<file path="src/rtl/lfu_pkg.sv">
// Shared types and constants for the LFU cache table.
// No dependencies; imported by every module of the block.
package lfu_pkg;

    localparam int DATA_BITS      = 32;
    localparam int CFG_BITS       = 5;
    localparam int LFU_CAPACITY   = 16;
    localparam int LFU_COUNT_BITS = 16;

    localparam logic [CFG_BITS-1:0]  RESET_CAPACITY = CFG_BITS'(16);
    localparam logic [DATA_BITS-1:0] MISS_VALUE     = {DATA_BITS{1'b1}};

    typedef enum logic {
        OP_GET = 1'b0,
        OP_PUT = 1'b1
    } lfu_op_t;

    typedef struct packed {
        lfu_op_t              opcode;
        logic [DATA_BITS-1:0] lookup_key;
        logic [DATA_BITS-1:0] write_value;
    } lfu_req_t;

    typedef struct packed {
        logic                 hit;
        logic [DATA_BITS-1:0] read_value;
        logic                 evicted;
        logic [DATA_BITS-1:0] evicted_key;
    } lfu_result_t;

endpackage

</file>
<file path="src/rtl/lfu_victim_sel.sv">
// Replacement victim search: lowest use count, oldest recency rank wins.
// Binary compare tree over all entries; depends on lfu_pkg.
module lfu_victim_sel
    import lfu_pkg::*;
#(
    parameter int CAPACITY   = LFU_CAPACITY,
    parameter int COUNT_BITS = LFU_COUNT_BITS,
    parameter int IDX_BITS   = (CAPACITY > 1) ? $clog2(CAPACITY) : 1
)
(
    input  logic [CAPACITY-1:0]   valid,
    input  logic [COUNT_BITS-1:0] count [CAPACITY],
    input  logic [IDX_BITS-1:0]   rank  [CAPACITY],
    output logic                  found,
    output logic [IDX_BITS-1:0]   victim_idx
);

    localparam int LEAVES = 1 << IDX_BITS;

    logic                  node_vld  [2*LEAVES];
    logic [COUNT_BITS-1:0] node_cnt  [2*LEAVES];
    logic [IDX_BITS-1:0]   node_rank [2*LEAVES];
    logic [IDX_BITS-1:0]   node_idx  [2*LEAVES];

    always_comb
    begin
        logic right_wins;
        right_wins = 1'b0;
        for (int i = 0; i < 2*LEAVES; i++)
        begin
            node_vld[i]  = 1'b0;
            node_cnt[i]  = '0;
            node_rank[i] = '0;
            node_idx[i]  = '0;
        end
        for (int i = 0; i < CAPACITY; i++)
        begin
            node_vld[LEAVES+i]  = valid[i];
            node_cnt[LEAVES+i]  = count[i];
            node_rank[LEAVES+i] = rank[i];
            node_idx[LEAVES+i]  = IDX_BITS'(i);
        end
        // Parent n compares children 2n (lower indices) and 2n+1.
        for (int n = LEAVES - 1; n >= 1; n--)
        begin
            right_wins = node_vld[2*n+1] &&
                         (!node_vld[2*n] ||
                          (node_cnt[2*n+1] < node_cnt[2*n]) ||
                          ((node_cnt[2*n+1] == node_cnt[2*n]) &&
                           (node_rank[2*n+1] > node_rank[2*n])));
            if (right_wins)
            begin
                node_vld[n]  = node_vld[2*n+1];
                node_cnt[n]  = node_cnt[2*n+1];
                node_rank[n] = node_rank[2*n+1];
                node_idx[n]  = node_idx[2*n+1];
            end
            else
            begin
                node_vld[n]  = node_vld[2*n];
                node_cnt[n]  = node_cnt[2*n];
                node_rank[n] = node_rank[2*n];
                node_idx[n]  = node_idx[2*n];
            end
        end
    end

    assign found      = node_vld[1];
    assign victim_idx = node_idx[1];

endmodule

</file>
<file path="src/rtl/lfu_table.sv">
// Entry storage, parallel key match and per-request table update.
// Depends on lfu_pkg and lfu_victim_sel.
module lfu_table
    import lfu_pkg::*;
#(
    parameter int CAPACITY   = LFU_CAPACITY,
    parameter int COUNT_BITS = LFU_COUNT_BITS
)
(
    input  logic                clk,
    input  logic                rst_n,
    input  logic                req_valid,
    input  lfu_req_t            req,
    input  logic [CFG_BITS-1:0] active_capacity,
    output lfu_result_t         result
);

    localparam int IDX_BITS  = (CAPACITY > 1) ? $clog2(CAPACITY) : 1;
    localparam int OCC_BITS  = $clog2(CAPACITY + 1);
    localparam int UW        = (OCC_BITS > CFG_BITS) ? OCC_BITS : CFG_BITS;
    localparam logic [COUNT_BITS-1:0] COUNT_MAX = {COUNT_BITS{1'b1}};

    logic [CAPACITY-1:0]   valid_reg, valid_next;
    logic [DATA_BITS-1:0]  key_reg   [CAPACITY];
    logic [DATA_BITS-1:0]  key_next  [CAPACITY];
    logic [DATA_BITS-1:0]  value_reg [CAPACITY];
    logic [DATA_BITS-1:0]  value_next[CAPACITY];
    logic [COUNT_BITS-1:0] count_reg [CAPACITY];
    logic [COUNT_BITS-1:0] count_next[CAPACITY];
    logic [IDX_BITS-1:0]   rank_reg  [CAPACITY];
    logic [IDX_BITS-1:0]   rank_next [CAPACITY];

    logic                hit;
    logic [IDX_BITS-1:0] match_idx;
    logic                free_found;
    logic [IDX_BITS-1:0] free_idx;
    logic                victim_found;
    logic [IDX_BITS-1:0] victim_idx;
    logic [UW-1:0]       used;
    logic [UW-1:0]       cap_eff;
    logic                is_put;
    logic                do_bump;
    logic                do_insert;
    logic                do_evict;
    logic [IDX_BITS-1:0] slot;
    logic [IDX_BITS-1:0] match_rank;
    logic [IDX_BITS-1:0] victim_rank;

    lfu_victim_sel #(
        .CAPACITY   (CAPACITY),
        .COUNT_BITS (COUNT_BITS),
        .IDX_BITS   (IDX_BITS)
    ) u_victim (
        .valid      (valid_reg),
        .count      (count_reg),
        .rank       (rank_reg),
        .found      (victim_found),
        .victim_idx (victim_idx)
    );

    // Lowest matching entry and lowest free entry
    always_comb
    begin
        hit        = 1'b0;
        match_idx  = '0;
        free_found = 1'b0;
        free_idx   = '0;
        for (int i = CAPACITY - 1; i >= 0; i--)
        begin
            if (valid_reg[i] && (key_reg[i] == req.lookup_key))
            begin
                hit       = 1'b1;
                match_idx = IDX_BITS'(i);
            end
            if (!valid_reg[i])
            begin
                free_found = 1'b1;
                free_idx   = IDX_BITS'(i);
            end
        end
    end

    assign used    = UW'($countones(valid_reg));
    assign cap_eff = (UW'(active_capacity) > UW'(CAPACITY)) ? UW'(CAPACITY)
                                                            : UW'(active_capacity);
    assign is_put  = (req.opcode == OP_PUT);

    assign do_bump   = req_valid && hit && (!is_put || (cap_eff != '0));
    assign do_insert = req_valid && is_put && !hit && (cap_eff != '0);
    assign do_evict  = do_insert && (used >= cap_eff) && victim_found;
    assign slot      = (do_evict && (!free_found || (victim_idx < free_idx)))
                       ? victim_idx : free_idx;

    assign match_rank  = rank_reg[match_idx];
    assign victim_rank = rank_reg[victim_idx];

    always_comb
    begin
        valid_next = valid_reg;
        for (int i = 0; i < CAPACITY; i++)
        begin
            key_next[i]   = key_reg[i];
            value_next[i] = value_reg[i];
            count_next[i] = count_reg[i];
            rank_next[i]  = rank_reg[i];

            if (do_bump)
            begin
                if (IDX_BITS'(i) == match_idx)
                begin
                    rank_next[i] = '0;
                    if (count_reg[i] != COUNT_MAX)
                        count_next[i] = count_reg[i] + 1'b1;
                    if (is_put)
                        value_next[i] = req.write_value;
                end
                else if (valid_reg[i] && (rank_reg[i] < match_rank))
                begin
                    rank_next[i] = rank_reg[i] + 1'b1;
                end
            end

            if (do_insert)
            begin
                if (IDX_BITS'(i) == slot)
                begin
                    valid_next[i] = 1'b1;
                    key_next[i]   = req.lookup_key;
                    value_next[i] = req.write_value;
                    count_next[i] = COUNT_BITS'(1);
                    rank_next[i]  = '0;
                end
                else if (do_evict && (IDX_BITS'(i) == victim_idx))
                begin
                    valid_next[i] = 1'b0;
                end
                else if (valid_reg[i])
                begin
                    // close the victim's gap, then age behind the new entry
                    if (do_evict && (rank_reg[i] > victim_rank))
                        rank_next[i] = rank_reg[i];
                    else
                        rank_next[i] = rank_reg[i] + 1'b1;
                end
            end
        end
    end

    always_comb
    begin
        result.hit         = hit;
        result.evicted     = do_evict;
        result.evicted_key = do_evict ? key_reg[victim_idx] : '0;
        if (is_put)
            result.read_value = '0;
        else if (hit)
            result.read_value = value_reg[match_idx];
        else
            result.read_value = MISS_VALUE;
    end

    always_ff @(posedge clk or negedge rst_n)
    begin
        if (!rst_n)
            valid_reg <= '0;
        else if (req_valid)
            valid_reg <= valid_next;
    end

    always_ff @(posedge clk)
    begin
        if (req_valid)
        begin
            for (int i = 0; i < CAPACITY; i++)
            begin
                key_reg[i]   <= key_next[i];
                value_reg[i] <= value_next[i];
                count_reg[i] <= count_next[i];
                rank_reg[i]  <= rank_next[i];
            end
        end
    end

`ifndef SYNTHESIS
    a_insert_valid: assert property (@(posedge clk) disable iff (!rst_n)
        do_insert |=> valid_reg[$past(slot)])
        else $error("inserted entry not valid");

    a_evict_occupancy: assert property (@(posedge clk) disable iff (!rst_n)
        do_evict |=> ($countones(valid_reg) == $past($countones(valid_reg))))
        else $error("eviction changed occupancy");

    a_bump_newest: assert property (@(posedge clk) disable iff (!rst_n)
        do_bump |=> (rank_reg[$past(match_idx)] == '0))
        else $error("touched entry not most recent");
`endif

endmodule

</file>
<file path="src/rtl/lfu_cache_table_top.sv">
// Top level of the LFU cache table: stream ports, input and result registers.
// Depends on lfu_pkg and lfu_table.
//
// Usage:
//   Requests arrive on the s_axis channel, one item per get or put. tuser
//   carries the opcode (get or put); tdata carries the key and, for a put,
//   the value. Each request yields exactly one result item on m_axis: tuser
//   holds the hit and evicted flags, tdata the read value and evicted key.
//   active_capacity is written through cfg_wr_en/cfg_wr_data, by the user only
//   while no request is in flight, unchecked; larger values act as CAPACITY.
// Timing:
//   A request is held in an input register, then the whole lookup, victim
//   search and table update happen combinationally between that register and
//   the result register, which drives tvalid.
//   One item per cycle is sustained while m_axis_tready stays high; the bound
//   is the combinational compare tree across all CAPACITY entries.
// Reset:
//   rst_n clears the table (all entries free), empties both registers and
//   sets active_capacity to 16.
// Back-pressure:
//   When m_axis_tready is low the result holds; the input register still
//   takes one more item, after which s_axis_tready drops until space frees.
module lfu_cache_table_top
    import lfu_pkg::*;
#(
    parameter int CAPACITY   = LFU_CAPACITY,
    parameter int COUNT_BITS = LFU_COUNT_BITS
)
(
    input  logic                  clk,
    input  logic                  rst_n,

    input  logic                  s_axis_tvalid,
    output logic                  s_axis_tready,
    input  logic [2*DATA_BITS-1:0] s_axis_tdata,  // lookup_key, write_value
    input  logic                  s_axis_tuser,  // opcode

    output logic                  m_axis_tvalid,
    input  logic                  m_axis_tready,
    output logic [2*DATA_BITS-1:0] m_axis_tdata,  // read_value, evicted_key
    output logic [1:0]            m_axis_tuser,  // hit, evicted

    input  logic                  cfg_wr_en,
    input  logic [CFG_BITS-1:0]   cfg_wr_data    // active_capacity
);

    logic                in_valid_reg;
    lfu_req_t            in_req_reg;
    logic                out_valid_reg;
    lfu_result_t         out_res_reg;
    logic [CFG_BITS-1:0] cap_reg;
    lfu_result_t         table_res;
    logic                advance;

    // The held request is processed when the result register has room.
    assign advance       = in_valid_reg && (!out_valid_reg || m_axis_tready);
    assign s_axis_tready = !in_valid_reg || advance;

    always_ff @(posedge clk or negedge rst_n)
    begin
        if (!rst_n)
            cap_reg <= RESET_CAPACITY;
        else if (cfg_wr_en)
            cap_reg <= cfg_wr_data;
    end

    always_ff @(posedge clk or negedge rst_n)
    begin
        if (!rst_n)
            in_valid_reg <= 1'b0;
        else if (s_axis_tready)
            in_valid_reg <= s_axis_tvalid;
    end

    always_ff @(posedge clk)
    begin
        if (s_axis_tready && s_axis_tvalid)
        begin
            in_req_reg.opcode      <= lfu_op_t'(s_axis_tuser);
            in_req_reg.lookup_key  <= s_axis_tdata[DATA_BITS-1:0];
            in_req_reg.write_value <= s_axis_tdata[2*DATA_BITS-1:DATA_BITS];
        end
    end

    lfu_table #(
        .CAPACITY   (CAPACITY),
        .COUNT_BITS (COUNT_BITS)
    ) u_table (
        .clk             (clk),
        .rst_n           (rst_n),
        .req_valid       (advance),
        .req             (in_req_reg),
        .active_capacity (cap_reg),
        .result          (table_res)
    );

    always_ff @(posedge clk or negedge rst_n)
    begin
        if (!rst_n)
            out_valid_reg <= 1'b0;
        else if (advance)
            out_valid_reg <= 1'b1;
        else if (m_axis_tready)
            out_valid_reg <= 1'b0;
    end

    always_ff @(posedge clk)
    begin
        if (advance)
            out_res_reg <= table_res;
    end

    assign m_axis_tvalid = out_valid_reg;
    assign m_axis_tdata  = {out_res_reg.evicted_key, out_res_reg.read_value};
    assign m_axis_tuser  = {out_res_reg.evicted, out_res_reg.hit};

endmodule
</file>
<file path="config.mk">
export PLATFORM = sky130hd
export DESIGN_NAME = lfu_cache_table_top
export DESIGN_NICKNAME = d
export VERILOG_FILES = /design/src/rtl/lfu_pkg.sv /design/src/rtl/lfu_victim_sel.sv /design/src/rtl/lfu_table.sv /design/src/rtl/lfu_cache_table_top.sv
export SDC_FILE = /design/constraint.sdc
export NUM_CORES = 2
export LEC_CHECK = 0
export BUFFER_PORTS_ARGS = -buffer_cell sky130_fd_sc_hd__buf_2
export CORE_UTILIZATION = 40
export DETAILED_ROUTE_END_ITERATION = 8
export SLEW_MARGIN = 10
export SYNTH_ARGS = -nofsm -noshare
export SYNTH_HDL_FRONTEND = slang
export SYNTH_HIERARCHICAL = 1
export SYNTH_SLANG_ARGS = --single-unit
</file>
<file path="constraint.sdc">
create_clock -name clk -period 75.7 [get_ports clk]
set_clock_uncertainty 0.2 [all_clocks]
set_input_delay 3.785 -clock clk [delete_from_list [all_inputs] [get_ports clk]]
set_output_delay 3.785 -clock clk [all_outputs]
set_load 0.005 [all_outputs]
</file>
### Word-level counts from Yosys, hierarchy flattened

Memory sizes are Yosys's and may differ from the RTL's. A register that Yosys moved wholly into a read port is not among the register bits.
Index checks and enable logic that the tools add are counted.

* bits in registers: 442
* RAM bits: 1024
* input bits: 75
* output and inout port bits: 68
* logic and storage cells: 982
* memories: 2

* add/subtract/negate cells: 47
* order comparisons: 67
* equality and inequality tests: 108
* multiplexer cells: 487
* bitwise gates (word level): 2
* reduce and logical (&&, ||, !) cells: 212

Memories
* u_table.key_reg: depth 16, width 32, read ports 17, clocked after Yosys merged registers in 1, wr ports 16, line lfu_table.sv:24 `logic [DATA_BITS-1:0] key_reg [CAPACITY];`
* u_table.value_reg: depth 16, width 32, read ports 17, clocked after Yosys merged registers in 0, wr ports 16, line lfu_table.sv:26 `logic [DATA_BITS-1:0] value_reg [CAPACITY];`

Operators with widths (count)
* two-way mux 32 bit: 113
* two-way mux 16 bit: 94
* two-way mux 4 bit: 186
* equality test 32 bit: 16
* adder 16 x 1 -> 16 bit (second input constant): 16
* != test 16 bit (second input constant): 16
* equality test 16 bit: 15
* < comparator 16 bit: 15
* greater-than comparator 4 bit: 31
* logical AND 1 bit: 104
* equality test 4 bit (first input constant): 24
* two-way mux 1 bit: 91
* != test 5 bit (second input constant): 16
* < comparator 4 bit: 17
* adder 4 x 1 -> 4 bit (second input constant): 16
* equality test 3 x 4 -> 1 bit (first input constant): 12
* AND reduction 3 bit: 16
* adder 5 bit: 7
* logical OR 1 bit: 34
* nonzero test 2 bit: 17
* binary-select mux 4 bit (select 4 bit): 2
* AND reduction 2 bit: 16
* equality test 2 x 4 -> 1 bit (first input constant): 6
* logical NOT 1 bit: 21
* other kinds (9): 22

### Depth between registers and ports, before layout

An unclocked memory read counts as a cell.

* depth after elaboration: 32
* depth in mapped cells: 56
* depth with buffers taken out: 47

### Cells and area by module

Netlist, hierarchy kept.

Modules (own cells, without submodules)
* lfu_table: times used 1, cells an instance 6420, area each 78317.6 µm², sequential area each 40759.1 µm²
* lfu_victim_sel: times used 1, cells an instance 1475, area each 10950.5 µm², sequential area each 0.0 µm²
* lfu_cache_table_top: times used 1, cells an instance 149, area each 4205.3 µm², sequential area each 4110.2 µm²

### Worst setup path after synthesis

No wires, ideal clock.

* path type: input to register
* start point: input port m_axis_tready
* end point: memory u_table.key_reg[0][0] (enable)
* data arrival time: 30.476 ns
* data required time: 75.091 ns
* path slack: 44.615 ns
* cell stages on the path: 8
* path buffers: 2
* cell sequence: nand2b_1 -> and2_1 -> nand3_1 -> nor2_1 -> clkbuf_1 -> nand2_1 -> inv_1 -> buf_1

RTL lines
* start, declared: line lfu_cache_table_top.sv:39 `input logic m_axis_tready,`
* end, declared: line lfu_table.sv:24

### Worst setup path after layout

* start point: register u_table/count_reg[93] in the netlist's numbering
* end point: register u_table/rank_reg[44] in the netlist's numbering (enable)

* longest elaborated chain between the ends: 28

Ends and longest elaborated chain
* start, declared: line lfu_table.sv:28 `logic [COUNT_BITS-1:0] count_reg [CAPACITY];`
* start signal, assigned by index: line lfu_table.sv:178 `count_reg[i] <= count_next[i];`
* < comparator 16 bit / equality test 16 bit (equally long branches): line lfu_victim_sel.sv:48, lfu_victim_sel.sv:49
* logical OR 1 bit / logical AND 1 bit (equally long branches): line lfu_victim_sel.sv:47, lfu_victim_sel.sv:49
* logical OR 1 bit: line lfu_victim_sel.sv:48 `(node_cnt[2*n+1] < node_cnt[2*n]) ||`
* logical AND 1 bit: line lfu_victim_sel.sv:46 `right_wins = node_vld[2*n+1] &&`
* two-way mux 16 bit / two-way mux 4 bit (equally long branches): line lfu_victim_sel.sv:51 `if (right_wins)`
* < comparator 16 bit (tied with other cells): line lfu_victim_sel.sv:48
* logical OR 1 bit / logical AND 1 bit (equally long branches): line lfu_victim_sel.sv:47, lfu_victim_sel.sv:49
* logical OR 1 bit: line lfu_victim_sel.sv:48
* [... 12 more ...]
* named net u_table.victim_idx[3]: line lfu_table.sv:38 `logic [IDX_BITS-1:0] victim_idx;`
* inverter 4 -> 5 bit (implied by the code): line lfu_table.sv:95 `assign victim_rank = rank_reg[victim_idx];`
* binary-select mux 4 bit (select 4 bit): line lfu_table.sv:95
* two-way mux 4 bit (implied by the code) (2 in series): line lfu_table.sv:95
* greater-than comparator 4 bit: line lfu_table.sv:140 `if (do_evict && (rank_reg[i] > victim_rank))`
* logical AND 1 bit: line lfu_table.sv:140
* != test 5 bit (no source line) (*)
* AND reduction 2 bit (no source line) (*)
* end signal, assigned by index: line lfu_table.sv:179 `rank_reg[i] <= rank_next[i];`
* end, declared: line lfu_table.sv:30 `logic [IDX_BITS-1:0] rank_reg [CAPACITY];`

Mark *: on every way through the listed nets, which the timed path passes. The rest lies on a longest branch. The select of a mux whose other input is x is not followed.
A chain may end at the register's enable or synchronous reset.

==> metrics <==
status finished with violations; failing checks design-rule violations; M1 wire length 140 mm; Setup Fix Bufs, Post-CTS 0; GRT Total Usage approximately 28%; first-pass GRT wire length 478 mm; Pleak 37.7 nW; layout cells sized above 1 between 10% and 20%; Chip Width 485 um; RSZ-0062 raised after global routing no; Area Growth Syn to Fin 10.8%; CP arrival 17.40 ns; starting DRC count in detailed routing 7758; top sig layer met5; fin cells 11300; FF+latch area 44900 sq um; CP max-delay cell nand2b_1; IO Pins 143; crit path time final between 15 and 20 ns; CTS Buf Count ~170; Fin Setup TNS 0 ns; vias 69700; starting density of the core 40.2%; CP Class register to register; CP bufs+invs 7; Gate Count Post-Synth 8044; Placed Cells 11000; commonest non-fill, non-tap cell in the layout edfxtp_1; core area about 230000 sq um; die footprint 236000 sq um; hold slack between 0.2 and 0.3 ns; most common flop cell mapped by yosys edfxtp_1; final WL 332 mm; most frequent cells in the layout 1475 x edfxtp_1, 659 x nand2_1, 551 x mux2_2; die height 485 um; DR WL met3 28.7 mm; vias in the first global route 66900; worst-margin pin slew 1.22 ns; residual antenna-violating net count after detailed routing 0; DP Wirelength 229 mm; CTS tree built; Slew Viols, Final 0; Worst-path clk slew 0.06 ns; Synth cell types 119; WP data required between 70 and 80 ns; P per Cell Area 41.0 nW/um^2; H-Tree Level Count 4; WL/cell between 20 and 30 um; Final Hold Fails 0; pin count of the biggest net entering global routing around 180; multi-input logic area 45800 sq um; startpoint types register; clock sink count 1498; initial antenna violation count 23; most frequent cell on the critical path ha_1; Avg Cell Area, Syn between 10 and 15 sq um; max cap viols 0; DRC violations left 4; Syn Std Cell Area between 90000 and 100000 sq um; # rows 177; CP max FO 97; sequential share of the synthesized area 48.0%; Final Setup Violations 0; Worst slew margin a little under a fifth; clk_lat worst skew 0.86 ns; ys async rst share 1.54%; EDFF count, synth 1475; CP Capture Type register; #FFs+latches synth between 1000 and 1500; CP max stage delay 0.81 ns; GR Overflow Total 0; fillers around 21000; Via density 6.17; post-cts resize count 0; Max IR drop VDD ~0.00014 V; IO buf count 142; TritonRoute pass-1 iters 9; Yosys Warn Count 6; Hold/Removal Path Class register to register; met2 wire len 147 mm; CTS Buffer Depth 3; period utilisation layout 22.6%; cts hold-fix bufs 0; Largest delay share family, worst path simple AND/OR/NAND/NOR gates; placer's final routability congestion estimate roughly 1; # nets final 8655; clk root buf clkbuf_16; Max Fclk 0.0584 GHz; syn nets 8586
[final timing paths]
kind	from	endpoint	slack, ns	depth (start not counted)
max in group asynchronous	rst_n	u_table/valid_reg[6]$_DFFE_PN0P_	71.93	2
worst min-delay path	in_valid_reg$_DFFE_PN0P_	m_axis_tvalid$_DFFE_PN0P_	0.29	1
worst max register to register	u_table/count_reg[93]$_DFFE_PP_	u_table/rank_reg[44]$_DFFE_PP_	58.58	44
worst max-delay path	u_table/count_reg[93]$_DFFE_PP_	u_table/rank_reg[44]$_DFFE_PP_	58.58	44
worst min register to register	in_valid_reg$_DFFE_PN0P_	m_axis_tvalid$_DFFE_PN0P_	0.29	1
min in group asynchronous	rst_n	cap_reg[2]$_DFFE_PN0P_	2.84	2
[metal layers]
metal,track usage [%],up-vias
met5,0,-
met4,12.0,10
met3,5.45,686
met2,42.3,3239
met1,37.9,35200
li1,-,30600
[synth_stat cells (211+ instances only)]
cell type,n,area share [%]
edfxtp_1,1475,47
nand2_1,660,2.7
mux2_2,551,6.6
xor2_1,516,4.8
ha_1,457,6.1
a21oi_1,420,2.2
nor2_1,396,1.6
inv_1,367,1.5
mux2i_1,355,3.8
clkbuf_1,216,0.87
and3_1,212,1.4
nand3_1,211,1.1
[stage by stage]
step / utilization [%] / power [W] / setup slack, ns / instance area (sq um)
floorplan: - / 0.00252 / 44.62 / 93500
global placement: 42.0 / 0.00329 / 59.18 / 97800
detailed placement: 42.0 / 0.00333 / 59.01 / 97800
CTS: 44.5 / 0.00419 / 58.97 / 104000
global route: 44.5 / 0.00441 / 57.91 / 104000
finish: 44.5 / 0.00424 / 58.58 / 104000
[power breakdown]
part,switching (W),internal [W],total (W)
registers,0.0000528,0.000989,0.00104
clock network,0.000367,0.000492,0.000859
logic,0.00142,0.000925,0.00234
total,0.00184,0.00241,0.00424
[final cells by class]
type | instances | area share (%)
inverters | 373 | 1.35
diodes | 3 | 0.00725
clock inverters | 87 | 1.08
repair buffers | 292 | 1.84
multi-input cells | 5775 | 44.2
flip-flops and latches | 1498 | 43.3
well taps | 3043 | 3.68
clock buffers | 227 | 4.49
[cells by family after synthesis]
| kind of cell | count (synthesis) | synth area share, % |
|---|---|---|
| flops | 1498 | 48.0 |
| buf+inv | 771 | 3.43 |
| compound gates | 1137 | 7.79 |
| mux | 1090 | 14.8 |
| simple gates | 2403 | 13.3 |
| xor+xnor | 678 | 6.35 |
| fa+ha+maj | 467 | 6.33 |
No activity file was read; power rests on OpenSTA's default activity.
